$ cat config.mk
export PLATFORM = sky130hd
export DESIGN_NAME = windowed_mean_with_extremes_top
export DESIGN_NICKNAME = d
export VERILOG_FILES = /design/src/design/wme_pkg.sv /design/src/design/wme_ctrl.sv /design/src/design/wme_dpath.sv /design/src/design/windowed_mean_with_extremes_top.sv
export SDC_FILE = /design/constraint.sdc
export NUM_CORES = 1
export LEC_CHECK = 0
export BUFFER_PORTS_ARGS = -buffer_cell sky130_fd_sc_hd__buf_2
export CORE_MARGIN = 3
export CORE_UTILIZATION = 35
export CTS_CLUSTER_SIZE = 25
export DETAILED_ROUTE_END_ITERATION = 12
export PLACE_DENSITY = 0.58
export SYNTH_ARGS = -nofsm -noshare
export SYNTH_HDL_FRONTEND = slang
export SYNTH_SLANG_ARGS = --single-unit
$ cat constraint.sdc
create_clock -name clock -period 5.2 [get_ports clock]
set_input_delay 0 -clock clock [delete_from_list [all_inputs] [get_ports clock]]
set_output_delay 0 -clock clock [all_outputs]
set_load 0.005 [all_outputs]
$ cat src/design/wme_pkg.sv
// Shared types and constants for the windowed mean with extremes block.
package wme_pkg;

   localparam int SAMPLE_W   = 16;
   localparam int FILLED_W   = 7;
   localparam int QUOT_W     = 16;
   localparam int STEP_W     = 4;
   localparam int REQ_DATA_W = 16;
   localparam int RSP_DATA_W = 56;

   typedef enum logic [4:0] {
      ST_IDLE   = 5'b00001,
      ST_UPDATE = 5'b00010,
      ST_LOAD   = 5'b00100,
      ST_DIV    = 5'b01000,
      ST_DONE   = 5'b10000
   } state_type;

   typedef struct packed {
      logic take;     // latch sample, read oldest entry
      logic update;   // write store, update sum, count, extremes
      logic load;     // load divider
      logic step;     // one quotient bit
      logic finish;   // load result register
   } cmd_type;

   typedef struct packed {
      logic div_last;
      logic out_free;
   } status_type;

endpackage

$ cat src/design/wme_ctrl.sv
// Controller state machine for the windowed mean with extremes block.
module wme_ctrl (
   input  logic                clock,
   input  logic                reset,
   input  logic                req_tvalid,
   output logic                req_tready,
   input  wme_pkg::status_type status,
   output wme_pkg::cmd_type    cmd
);

   wme_pkg::state_type state_ff, state_in;

   always_ff @(posedge clock) begin
      if (reset) begin
         state_ff <= wme_pkg::ST_IDLE;
      end else begin
         state_ff <= state_in;
      end
   end

   always_comb begin
      state_in   = state_ff;
      cmd        = '0;
      req_tready = 1'b0;
      unique case (state_ff)
         wme_pkg::ST_IDLE: begin
            req_tready = 1'b1;
            if (req_tvalid) begin
               cmd.take = 1'b1;
               state_in = wme_pkg::ST_UPDATE;
            end
         end
         wme_pkg::ST_UPDATE: begin
            cmd.update = 1'b1;
            state_in   = wme_pkg::ST_LOAD;
         end
         wme_pkg::ST_LOAD: begin
            cmd.load = 1'b1;
            state_in = wme_pkg::ST_DIV;
         end
         wme_pkg::ST_DIV: begin
            cmd.step = 1'b1;
            if (status.div_last) begin
               state_in = wme_pkg::ST_DONE;
            end
         end
         wme_pkg::ST_DONE: begin
            // wait for the result register to drain
            if (status.out_free) begin
               cmd.finish = 1'b1;
               state_in   = wme_pkg::ST_IDLE;
            end
         end
         default: begin
            state_in = wme_pkg::ST_IDLE;
         end
      endcase
   end

endmodule

$ cat src/design/wme_dpath.sv
// Datapath: ring store, running sum, extremes, serial divider, result register.
module wme_dpath #(
   parameter int WINDOW = 64
) (
   input  logic                               clock,
   input  logic                               reset,
   input  wme_pkg::cmd_type                   cmd,
   output wme_pkg::status_type                status,
   input  logic [wme_pkg::REQ_DATA_W-1:0]     req_tdata,
   input  logic                               rsp_tready,
   output logic                               rsp_tvalid,
   output logic [wme_pkg::RSP_DATA_W-1:0]     rsp_tdata
);

   localparam int CNT_W  = $clog2(WINDOW + 1);
   localparam int SLOT_W = $clog2(WINDOW);
   localparam int SUM_W  = wme_pkg::SAMPLE_W + CNT_W;
   localparam int DIV_W  = CNT_W + wme_pkg::QUOT_W - 1;

   logic [wme_pkg::SAMPLE_W-1:0] store [WINDOW];

   logic [wme_pkg::SAMPLE_W-1:0]   sample_ff, old_ff;
   logic [SLOT_W-1:0]              slot_ff;
   logic [CNT_W-1:0]               fill_ff;
   logic [SUM_W-1:0]               sum_ff, sum_in;
   logic [wme_pkg::SAMPLE_W-1:0]   min_ff, max_ff;
   logic [SUM_W-1:0]               rem_ff;
   logic [DIV_W-1:0]               div_ff;
   logic [wme_pkg::QUOT_W-1:0]     quot_ff;
   logic [wme_pkg::STEP_W-1:0]     step_ff;
   logic [wme_pkg::RSP_DATA_W-1:0] res_ff;
   logic                           rsp_valid_ff;

   logic                           full;
   logic [wme_pkg::SAMPLE_W-1:0]   old_used;
   logic                           ge;
   logic [CNT_W+wme_pkg::FILLED_W-1:0] fill_wide;

   // store: one write and one registered read per cycle
   always_ff @(posedge clock) begin
      if (cmd.update) begin
         store[slot_ff] <= sample_ff;
      end
      if (cmd.take) begin
         old_ff <= store[slot_ff];
      end
   end

   assign full     = (fill_ff == CNT_W'(WINDOW));
   assign old_used = full ? old_ff : '0;
   assign sum_in   = sum_ff - SUM_W'(old_used) + SUM_W'(sample_ff);
   assign ge       = (rem_ff >= SUM_W'(div_ff));
   assign fill_wide = {{wme_pkg::FILLED_W{1'b0}}, fill_ff};

   always_ff @(posedge clock) begin
      if (cmd.take) begin
         sample_ff <= req_tdata[wme_pkg::SAMPLE_W-1:0];
      end
   end

   always_ff @(posedge clock) begin
      if (reset) begin
         slot_ff <= '0;
         fill_ff <= '0;
         sum_ff  <= '0;
         min_ff  <= '1;
         max_ff  <= '0;
      end else if (cmd.update) begin
         sum_ff  <= sum_in;
         slot_ff <= (slot_ff == SLOT_W'(WINDOW - 1)) ? '0 : slot_ff + 1'b1;
         if (!full) begin
            fill_ff <= fill_ff + 1'b1;
         end
         if (sample_ff < min_ff) begin
            min_ff <= sample_ff;
         end
         if (sample_ff > max_ff) begin
            max_ff <= sample_ff;
         end
      end
   end

   // restoring divider, one quotient bit per cycle; mean always fits 16 bits
   always_ff @(posedge clock) begin
      if (cmd.load) begin
         rem_ff  <= sum_ff;
         div_ff  <= {fill_ff, {(wme_pkg::QUOT_W-1){1'b0}}};
         quot_ff <= '0;
         step_ff <= wme_pkg::STEP_W'(wme_pkg::QUOT_W - 1);
      end else if (cmd.step) begin
         if (ge) begin
            rem_ff <= rem_ff - SUM_W'(div_ff);
         end
         quot_ff <= {quot_ff[wme_pkg::QUOT_W-2:0], ge};
         div_ff  <= div_ff >> 1;
         step_ff <= step_ff - 1'b1;
      end
   end

   always_ff @(posedge clock) begin
      if (cmd.finish) begin
         res_ff <= {1'b0, fill_wide[wme_pkg::FILLED_W-1:0], max_ff, min_ff, quot_ff};
      end
   end

   always_ff @(posedge clock) begin
      if (reset) begin
         rsp_valid_ff <= 1'b0;
      end else if (cmd.finish) begin
         rsp_valid_ff <= 1'b1;
      end else if (rsp_tready) begin
         rsp_valid_ff <= 1'b0;
      end
   end

   assign status.div_last = (step_ff == '0);
   assign status.out_free = !rsp_valid_ff || rsp_tready;
   assign rsp_tvalid      = rsp_valid_ff;
   assign rsp_tdata       = res_ff;

endmodule

$ cat src/design/windowed_mean_with_extremes_top.sv
// Top level of the windowed mean with extremes block.
//
//   channel  dir  word contents (lowest bit up)
//   req_     in   tdata: sample[15:0]
//   rsp_     out  tdata: mean[15:0] lowest[31:16] highest[47:32] filled[54:48], pad[55]
//
// One word in, one word out. Each word runs through accept, store/sum update,
// divider load, 16 divider steps (one quotient bit each) and result load; the
// result load waits while the output register still holds an untaken result.
// A new word is taken once the result is in the output register, so the result
// may wait for rsp_tready while the next word runs.
// reset is synchronous and active high; it clears the sum, count, slot and
// highest value and sets the lowest to all ones. The ring store needs no clearing pass.
module windowed_mean_with_extremes_top #(
   parameter int WINDOW = 64
) (
   input  logic                               clock,
   input  logic                               reset,
   // req_tdata: sample[15:0]
   input  logic                               req_tvalid,
   output logic                               req_tready,
   input  logic [wme_pkg::REQ_DATA_W-1:0]     req_tdata,
   // rsp_tdata: mean[15:0], lowest[31:16], highest[47:32], filled[54:48], zero[55]
   output logic                               rsp_tvalid,
   input  logic                               rsp_tready,
   output logic [wme_pkg::RSP_DATA_W-1:0]     rsp_tdata
);

   wme_pkg::cmd_type    cmd;
   wme_pkg::status_type status;

   // sequencing of the update and the divide
   wme_ctrl u_ctrl (
      .clock      (clock),
      .reset      (reset),
      .req_tvalid (req_tvalid),
      .req_tready (req_tready),
      .status     (status),
      .cmd        (cmd)
   );

   // ring store, running sum, extremes, divider and output register
   wme_dpath #(
      .WINDOW (WINDOW)
   ) u_dpath (
      .clock      (clock),
      .reset      (reset),
      .cmd        (cmd),
      .status     (status),
      .req_tdata  (req_tdata),
      .rsp_tready (rsp_tready),
      .rsp_tvalid (rsp_tvalid),
      .rsp_tdata  (rsp_tdata)
   );

endmodule
Yosys cells after proc, flatten, opt, wreduce, memory -nomap -nowiden
Memories as Yosys holds them, arrays and structs flattened. A register that Yosys moved wholly into a read port is not among the register bits.
Index checks and enable logic that the tools add are counted.

cells by class
  add/sub/neg operators = 6
  order comparisons = 3
  equality and inequality tests = 10
  multiplexer cells = 23
  bitwise operators = 1
  reductions and logical operators = 11

operators by type and width
  operator             count
  $mux 23              3
  $mux 22              2
  $pmux 5 s5           1
  $add 23x16->23       1
  $ge 23x22->1         1
  $sub 23x16->23       1
  $sub 23x22->23       1
  $gt 16x16->1         1
  $lt 16x16->1         1
  $mux 16              1
  $mux 5               3
  $mux 1               12
  $reduce_and 2->1     4
  $add 7x1->7 const B  1
  $eq 7x7->1 const B   1
  $add 6x1->6 const B  1
  $eq 6x6->1 const B   1
  $mux 6               1
  $ne 2x2->1 const B   3
  $reduce_bool 2->1    3
  $eq 5x1->1 const B   1
  $eq 5x2->1 const B   1
  $eq 5x3->1 const B   1
  $eq 5x4->1 const B   1
  other kinds (7)      7

word-level totals
  register bits after elaboration = 210
  memory bits (writable) = 1024
  input bits = 20
  output and inout bits = 58
  logic and storage cells = 69
  memories = 1

memories
  name           depth  bits a word  rd ports  clocked after Yosys merged registers in  wr ports  RTL line         source
  u_dpath.store  64     16           1         1                                        1         wme_dpath.sv:20  logic [wme_pkg::SAMPLE_W-1:0] store [WINDOW];

Logic depth before layout (Yosys ltp)
  depth after elaboration = 5
  depth in mapped cells = 18
  mapped depth without buffers = 17

Modules after synthesis
Synthesis repeated with hierarchy kept, for this count alone.

unflattened totals
  cells, all modules = 3191
  area total of the unflattened synthesis = 51334.2 um2

by module, submodules not included
  module     instances  cells an instance  area an instance (um2)  sequential area each (um2)
  wme_dpath  1          3160               51054.0                 36344.9
  wme_ctrl   1          31                 280.3                   100.1

Least setup slack after synthesis
Ideal clock, no wire load.

  path kind = reg2reg
  start = register u_dpath.fill_ff[0]
  end = register u_dpath.sum_ff[22]
  library setup time = 0.059 ns
  arrival time = 4.057 ns
  data required time = 5.141 ns
  path slack = 1.084 ns
  cell stages (with the launch flop) = 18
  buffers on the path = 1
  clock period less this slack = 4.116 ns
  path through = dfxtp_1 > inv_1 > ha_1 > or4b_2 > nor3b_1 > clkbuf_1 > and2_1 > fa_1 > inv_1 > ha_1 > and3_1 > o21ai_0 > o221ai_1 > o2111ai_1 > a21oi_1 > xnor2_1 > or4_1 > nand2_1

on the way
  longest elaborated chain between the ends = 4

ends and longest elaborated chain
  what                    RTL line         source
  start, declared         wme_dpath.sv:24  logic [CNT_W-1:0] fill_ff;
  start signal, assigned  wme_dpath.sv:72  fill_ff <= fill_ff + 1'b1;
  $eq 7x7->1              wme_dpath.sv:49  assign full = (fill_ff == CNT_W'(WINDOW));
  $mux 16                 wme_dpath.sv:50  assign old_used = full ? old_ff : '0;
  $sub 23x16->23          wme_dpath.sv:51  assign sum_in = sum_ff - SUM_W'(old_used) + SUM_W'(sample_ff);
  $add 23x16->23          wme_dpath.sv:51
  end signal, assigned    wme_dpath.sv:69  sum_ff <= sum_in;
  end, declared           wme_dpath.sv:25  logic [SUM_W-1:0] sum_ff, sum_in;

Every way passes these cells.
A chain may end at the register's enable or synchronous reset.

Worst setup path in the final report
Ends and elaborated chain as after synthesis.

==> impl_metrics.csv <==
group,metric,value,unit
synthesis,netlist_instances,3222,
worst_setup_path,cp_slowest_cell,"or4b_2",
timing,slew_headroom,31.6,%
detailed_routing,route.detailed.drc,0,
die,start_util,35.3,%
synthesis,synth_edf_count,1141,
clock_network,clkSinkCount,1250,
timing,fin_worst_skew,0.0403,ns
clock_network,path_clk_slew,0.06,ns
timing,finalSetupTns,0,ns
worst_setup_path,reg2reg_from,"u_dpath.fill_ff[0]",
detailed_routing,routed_wl,143,mm
global_route,grt_overflow_total,0,
synthesis,ys_ff_latch,1250,
layout,layout-drive-gt1-share,18.0,%
layout,fill_cells,13100,
worst_setup_path,critPathCaptureType,"register",
place,dp_hpwl,88.1,mm
clock_network,tritoncts,"yes",
detailed_routing,viasPerCell,5.49,
worst_setup_path,critPathLaunch,"u_dpath.fill_ff[0]",
worst_setup_path,crit_chain,"inv_1 > ha_1 > or4b_2 > nor3b_2 > buf_4 > and2_1 > fa_1 > inv_1 > ha_1 > a21oi_1 > o211a_1 > o221ai_1 > o2111ai_1 > a21oi_1 > xnor2_1 > or4_1 > nand2_1",
outcome,run_status,"finished, final reports clean",
detailed_routing,drt_iter0_drc,3426,
place,gp_congestion,0.904,
timing,setup_viol,0,
timing,tightest_slew,1.02,ns
worst_setup_path,r2r_setup_slack,0.63,ns
global_route,grt_pass1_wl,207,mm
layout,final_area,58800,µm²
power_and_ir_drop,leakagePower,0.0196,µW
synthesis,syn_avg_cell_area,15.8,µm²
die,pin_count,78,
detailed_routing,wl_per_cell,26.3,µm
die,fp.dieW,387,µm
global_route,grt_max_degree,89,
timing,rsz0062_at_grt,"no",
clock_network,numCtsBuffers,133,
clock_network,cts_max_level,4,
place,dpl_cell_area,54200,µm²
worst_setup_path,critPathLaunchType,"register",
worst_hold_path,min-delay-start,"req_tvalid",
worst_hold_path,hold_end,"u_ctrl.state_ff[0]",
power_and_ir_drop,irDropWorstVdd,281,µV
synthesis,ys_seq_area_share,71.6,%
detailed_routing,drtAntennaViolNets,0,
synthesis,synthFlopType,"edfxtp_1",
worst_setup_path,rr_endpoint,"u_dpath.sum_ff[22]",
timing,period_share,87.9,%
place,portBuffers,76,
synthesis,synthesis.area,50900,µm²
timing,hold_viol_final,0,
worst_setup_path,critical_path.max_fanout,12,
timing,drv_slew,0,
worst_setup_path,cp.arrival,5.27,ns
layout,nets,3553,
worst_setup_path,ff2ff_path_depth,17,
global_route,track_usage,18.8,%
clock_network,cts_max_path_buffers,3,
synthesis,async_reset_ff_share,0,%
detailed_routing,drt_pre_antenna_iters,6,
timing,finalCriticalPeriod,4.57,ns
synthesis,synth_top_area_share,67.3,%
clock_network,insertion_delay,0.77,ns
synthesis,yosysTopAreaCell,"edfxtp_1",
synthesis,synth_area_leaders,"edfxtp_1, mux4_2, dfxtp_1",
die,fp-row-count,139,
clock_network,root_buffer,"clkbuf_16",
worst_hold_path,hold_class,"in2reg",
detailed_routing,via_count,29900,
power_and_ir_drop,powerDensity,429,nW/µm²
worst_setup_path,crit_type,"reg2reg",
worst_hold_path,hold_path_depth,3,
worst_setup_path,cpPeakStageDelay,0.60,ns
synthesis,synth.most_common_cell,"edfxtp_1",
global_route,antenna_found_initial,7,
die,dieArea,150000,µm²
timing,fmax,0.219,GHz
synthesis,ys.warnings.count,0,
synthesis,synthTopCellsByCount,"edfxtp_1, nor2_1, a21oi_1",
power_and_ir_drop,p_total,25200,µW
die,die_y,387,µm
worst_setup_path,cp.required,5.90,ns
synthesis,synth_cell_types,73,
job,cap_violations,0,
global_route,grt_pass1_vias,29100,
die,coreArea,144000,µm²
layout,syn_to_final_growth,15.5,%
synthesis,syn_nets,3339,
==> flip-flops by register name (all words and copies together) (netlist names), 6 cells and up <==
signal / cells
u_dpath.sample_ff: 16
u_dpath.rsp_tdata: 55
u_dpath.min_ff: 16
u_dpath.max_ff: 16
u_dpath.rem_ff: 23
u_dpath.sum_ff: 23
u_dpath.quot_ff: 16
u_dpath.fill_ff: 7
u_dpath.store: 1024
u_dpath.div_ff: 22
u_dpath.old_ff: 16
u_dpath.slot_ff: 6
==> stage by stage <==
step | cells | util [%] | hold WS (ns) | setup slack (ns)
after floorplan | 3222 | - | 0.0989 | 1.08
after global placement | 5169 | 37.6 | 0.178 | 0.706
after detailed placement | 5169 | 37.6 | 0.179 | 0.650
after CTS | 5445 | 40.8 | 0.0327 | 0.618
after global routing | 5445 | 40.8 | 0.0866 | 0.303
final | 5447 | 40.8 | 0.0860 | 0.627
==> timing repair <==
item / CTS / global route
gates resized for setup: 0 / 0
hold endpoints to repair: 79 / 0
hold buffers: 35 / 0
setup endpoints to repair: 0 / 0
buffers inserted: 0 / 0
==> cell families (layout without fill, tap and decap cells) <==
logic type	after synthesis	count (layout)	synth area share, %
adder cells (fa/ha/maj)	97	97	2.64
flip-flops	1250	1250	71.6
buffers and inverters	324	644	2.63
XOR/XNOR	47	47	0.809
AND/OR/NAND/NOR	537	537	4.66
AO/OA/AOI/OAI	657	657	8.70
other	1	3	0.00737
multiplexers	309	309	8.95
==> per-layer routing <==
metal  wire, µm  up-vias  GRT usage, %
li1           -    13000             -
met1      59700    15300          25.4
met2      64900     1321          29.0
met3      11500      316          3.81
met4       7210        2          9.09
met5          9        -             0
==> cell usage in the layout (no fill, tap or decap), types with 9 or more instances in the layout <==
| master | n |
|---|---|
| a211oi_1 | 20 |
| a21o_1 | 35 |
| a21oi_1 | 196 |
| a221oi_1 | 107 |
| a22o_1 | 23 |
| a22oi_1 | 60 |
| and2_1 | 20 |
| and3_1 | 10 |
| buf_12 | 9 |
| buf_2 | 76 |
| buf_4 | 145 |
| clkbuf_1 | 28 |
| clkbuf_16 | 136 |
| clkinv_1 | 26 |
| clkinv_2 | 23 |
| dfxtp_1 | 106 |
| dlygate4sd3_1 | 35 |
| edfxtp_1 | 1141 |
| fa_1 | 17 |
| ha_1 | 80 |
| inv_1 | 136 |
| mux2_2 | 80 |
| mux2i_1 | 120 |
| mux4_2 | 109 |
| nand2_1 | 183 |
| nand3_1 | 17 |
| nand4_1 | 15 |
| nor2_1 | 207 |
| nor2b_1 | 9 |
| nor3_1 | 17 |
| o211ai_1 | 25 |
| o21ai_0 | 85 |
| o221ai_1 | 11 |
| o22ai_1 | 41 |
| xnor2_1 | 26 |
| xor2_1 | 21 |
==> how the worst max path moves through the flow <==
stage | to | slack (ns) | cells after the start
4_1_cts | u_dpath.sum_ff[17] | 0.62 | 17
2_1_floorplan | u_dpath.sum_ff[22] | 1.08 | 17
5_1_grt | u_dpath.sum_ff[21] | 0.30 | 17
6_report | u_dpath.sum_ff[22] | 0.63 | 17
3_5_place_dp | u_dpath.sum_ff[17] | 0.65 | 17
3_3_place_gp | u_dpath.sum_ff[17] | 0.71 | 17
==> worst max-delay path: cells and delay by family (launching register included) <==
kind	cells	cell delay, ns
AOI/OAI and AO/OA	5	1.07
xor gates and xnor gates	1	0.16
adders and majority gates	3	0.82
buffers and inverters	3	0.45
DFF	1	0.35
and+or+nand+nor	5	1.67
==> final cells by class <==
cell class / instances / area (µm²) / area share (%)
Sequential cell: 1250 / 36500 / 62.0
Inverter: 138 / 518 / 0.881
Tap cell: 1903 / 2380 / 4.05
Antenna cell: 2 / 5.00 / 0.00851
Timing Repair Buffer: 265 / 2000 / 3.40
Multi-Input combinational cell: 1648 / 13200 / 22.4
Clock buffer: 166 / 3540 / 6.01
Clock inverter: 75 / 716 / 1.22
==> report_power, final <==
part	switching [µW]	internal, µW
sequential	278	11800
clock	3990	5270
combinational	2650	1210
total	6920	18300
Power figures use the tool's default switching activity.
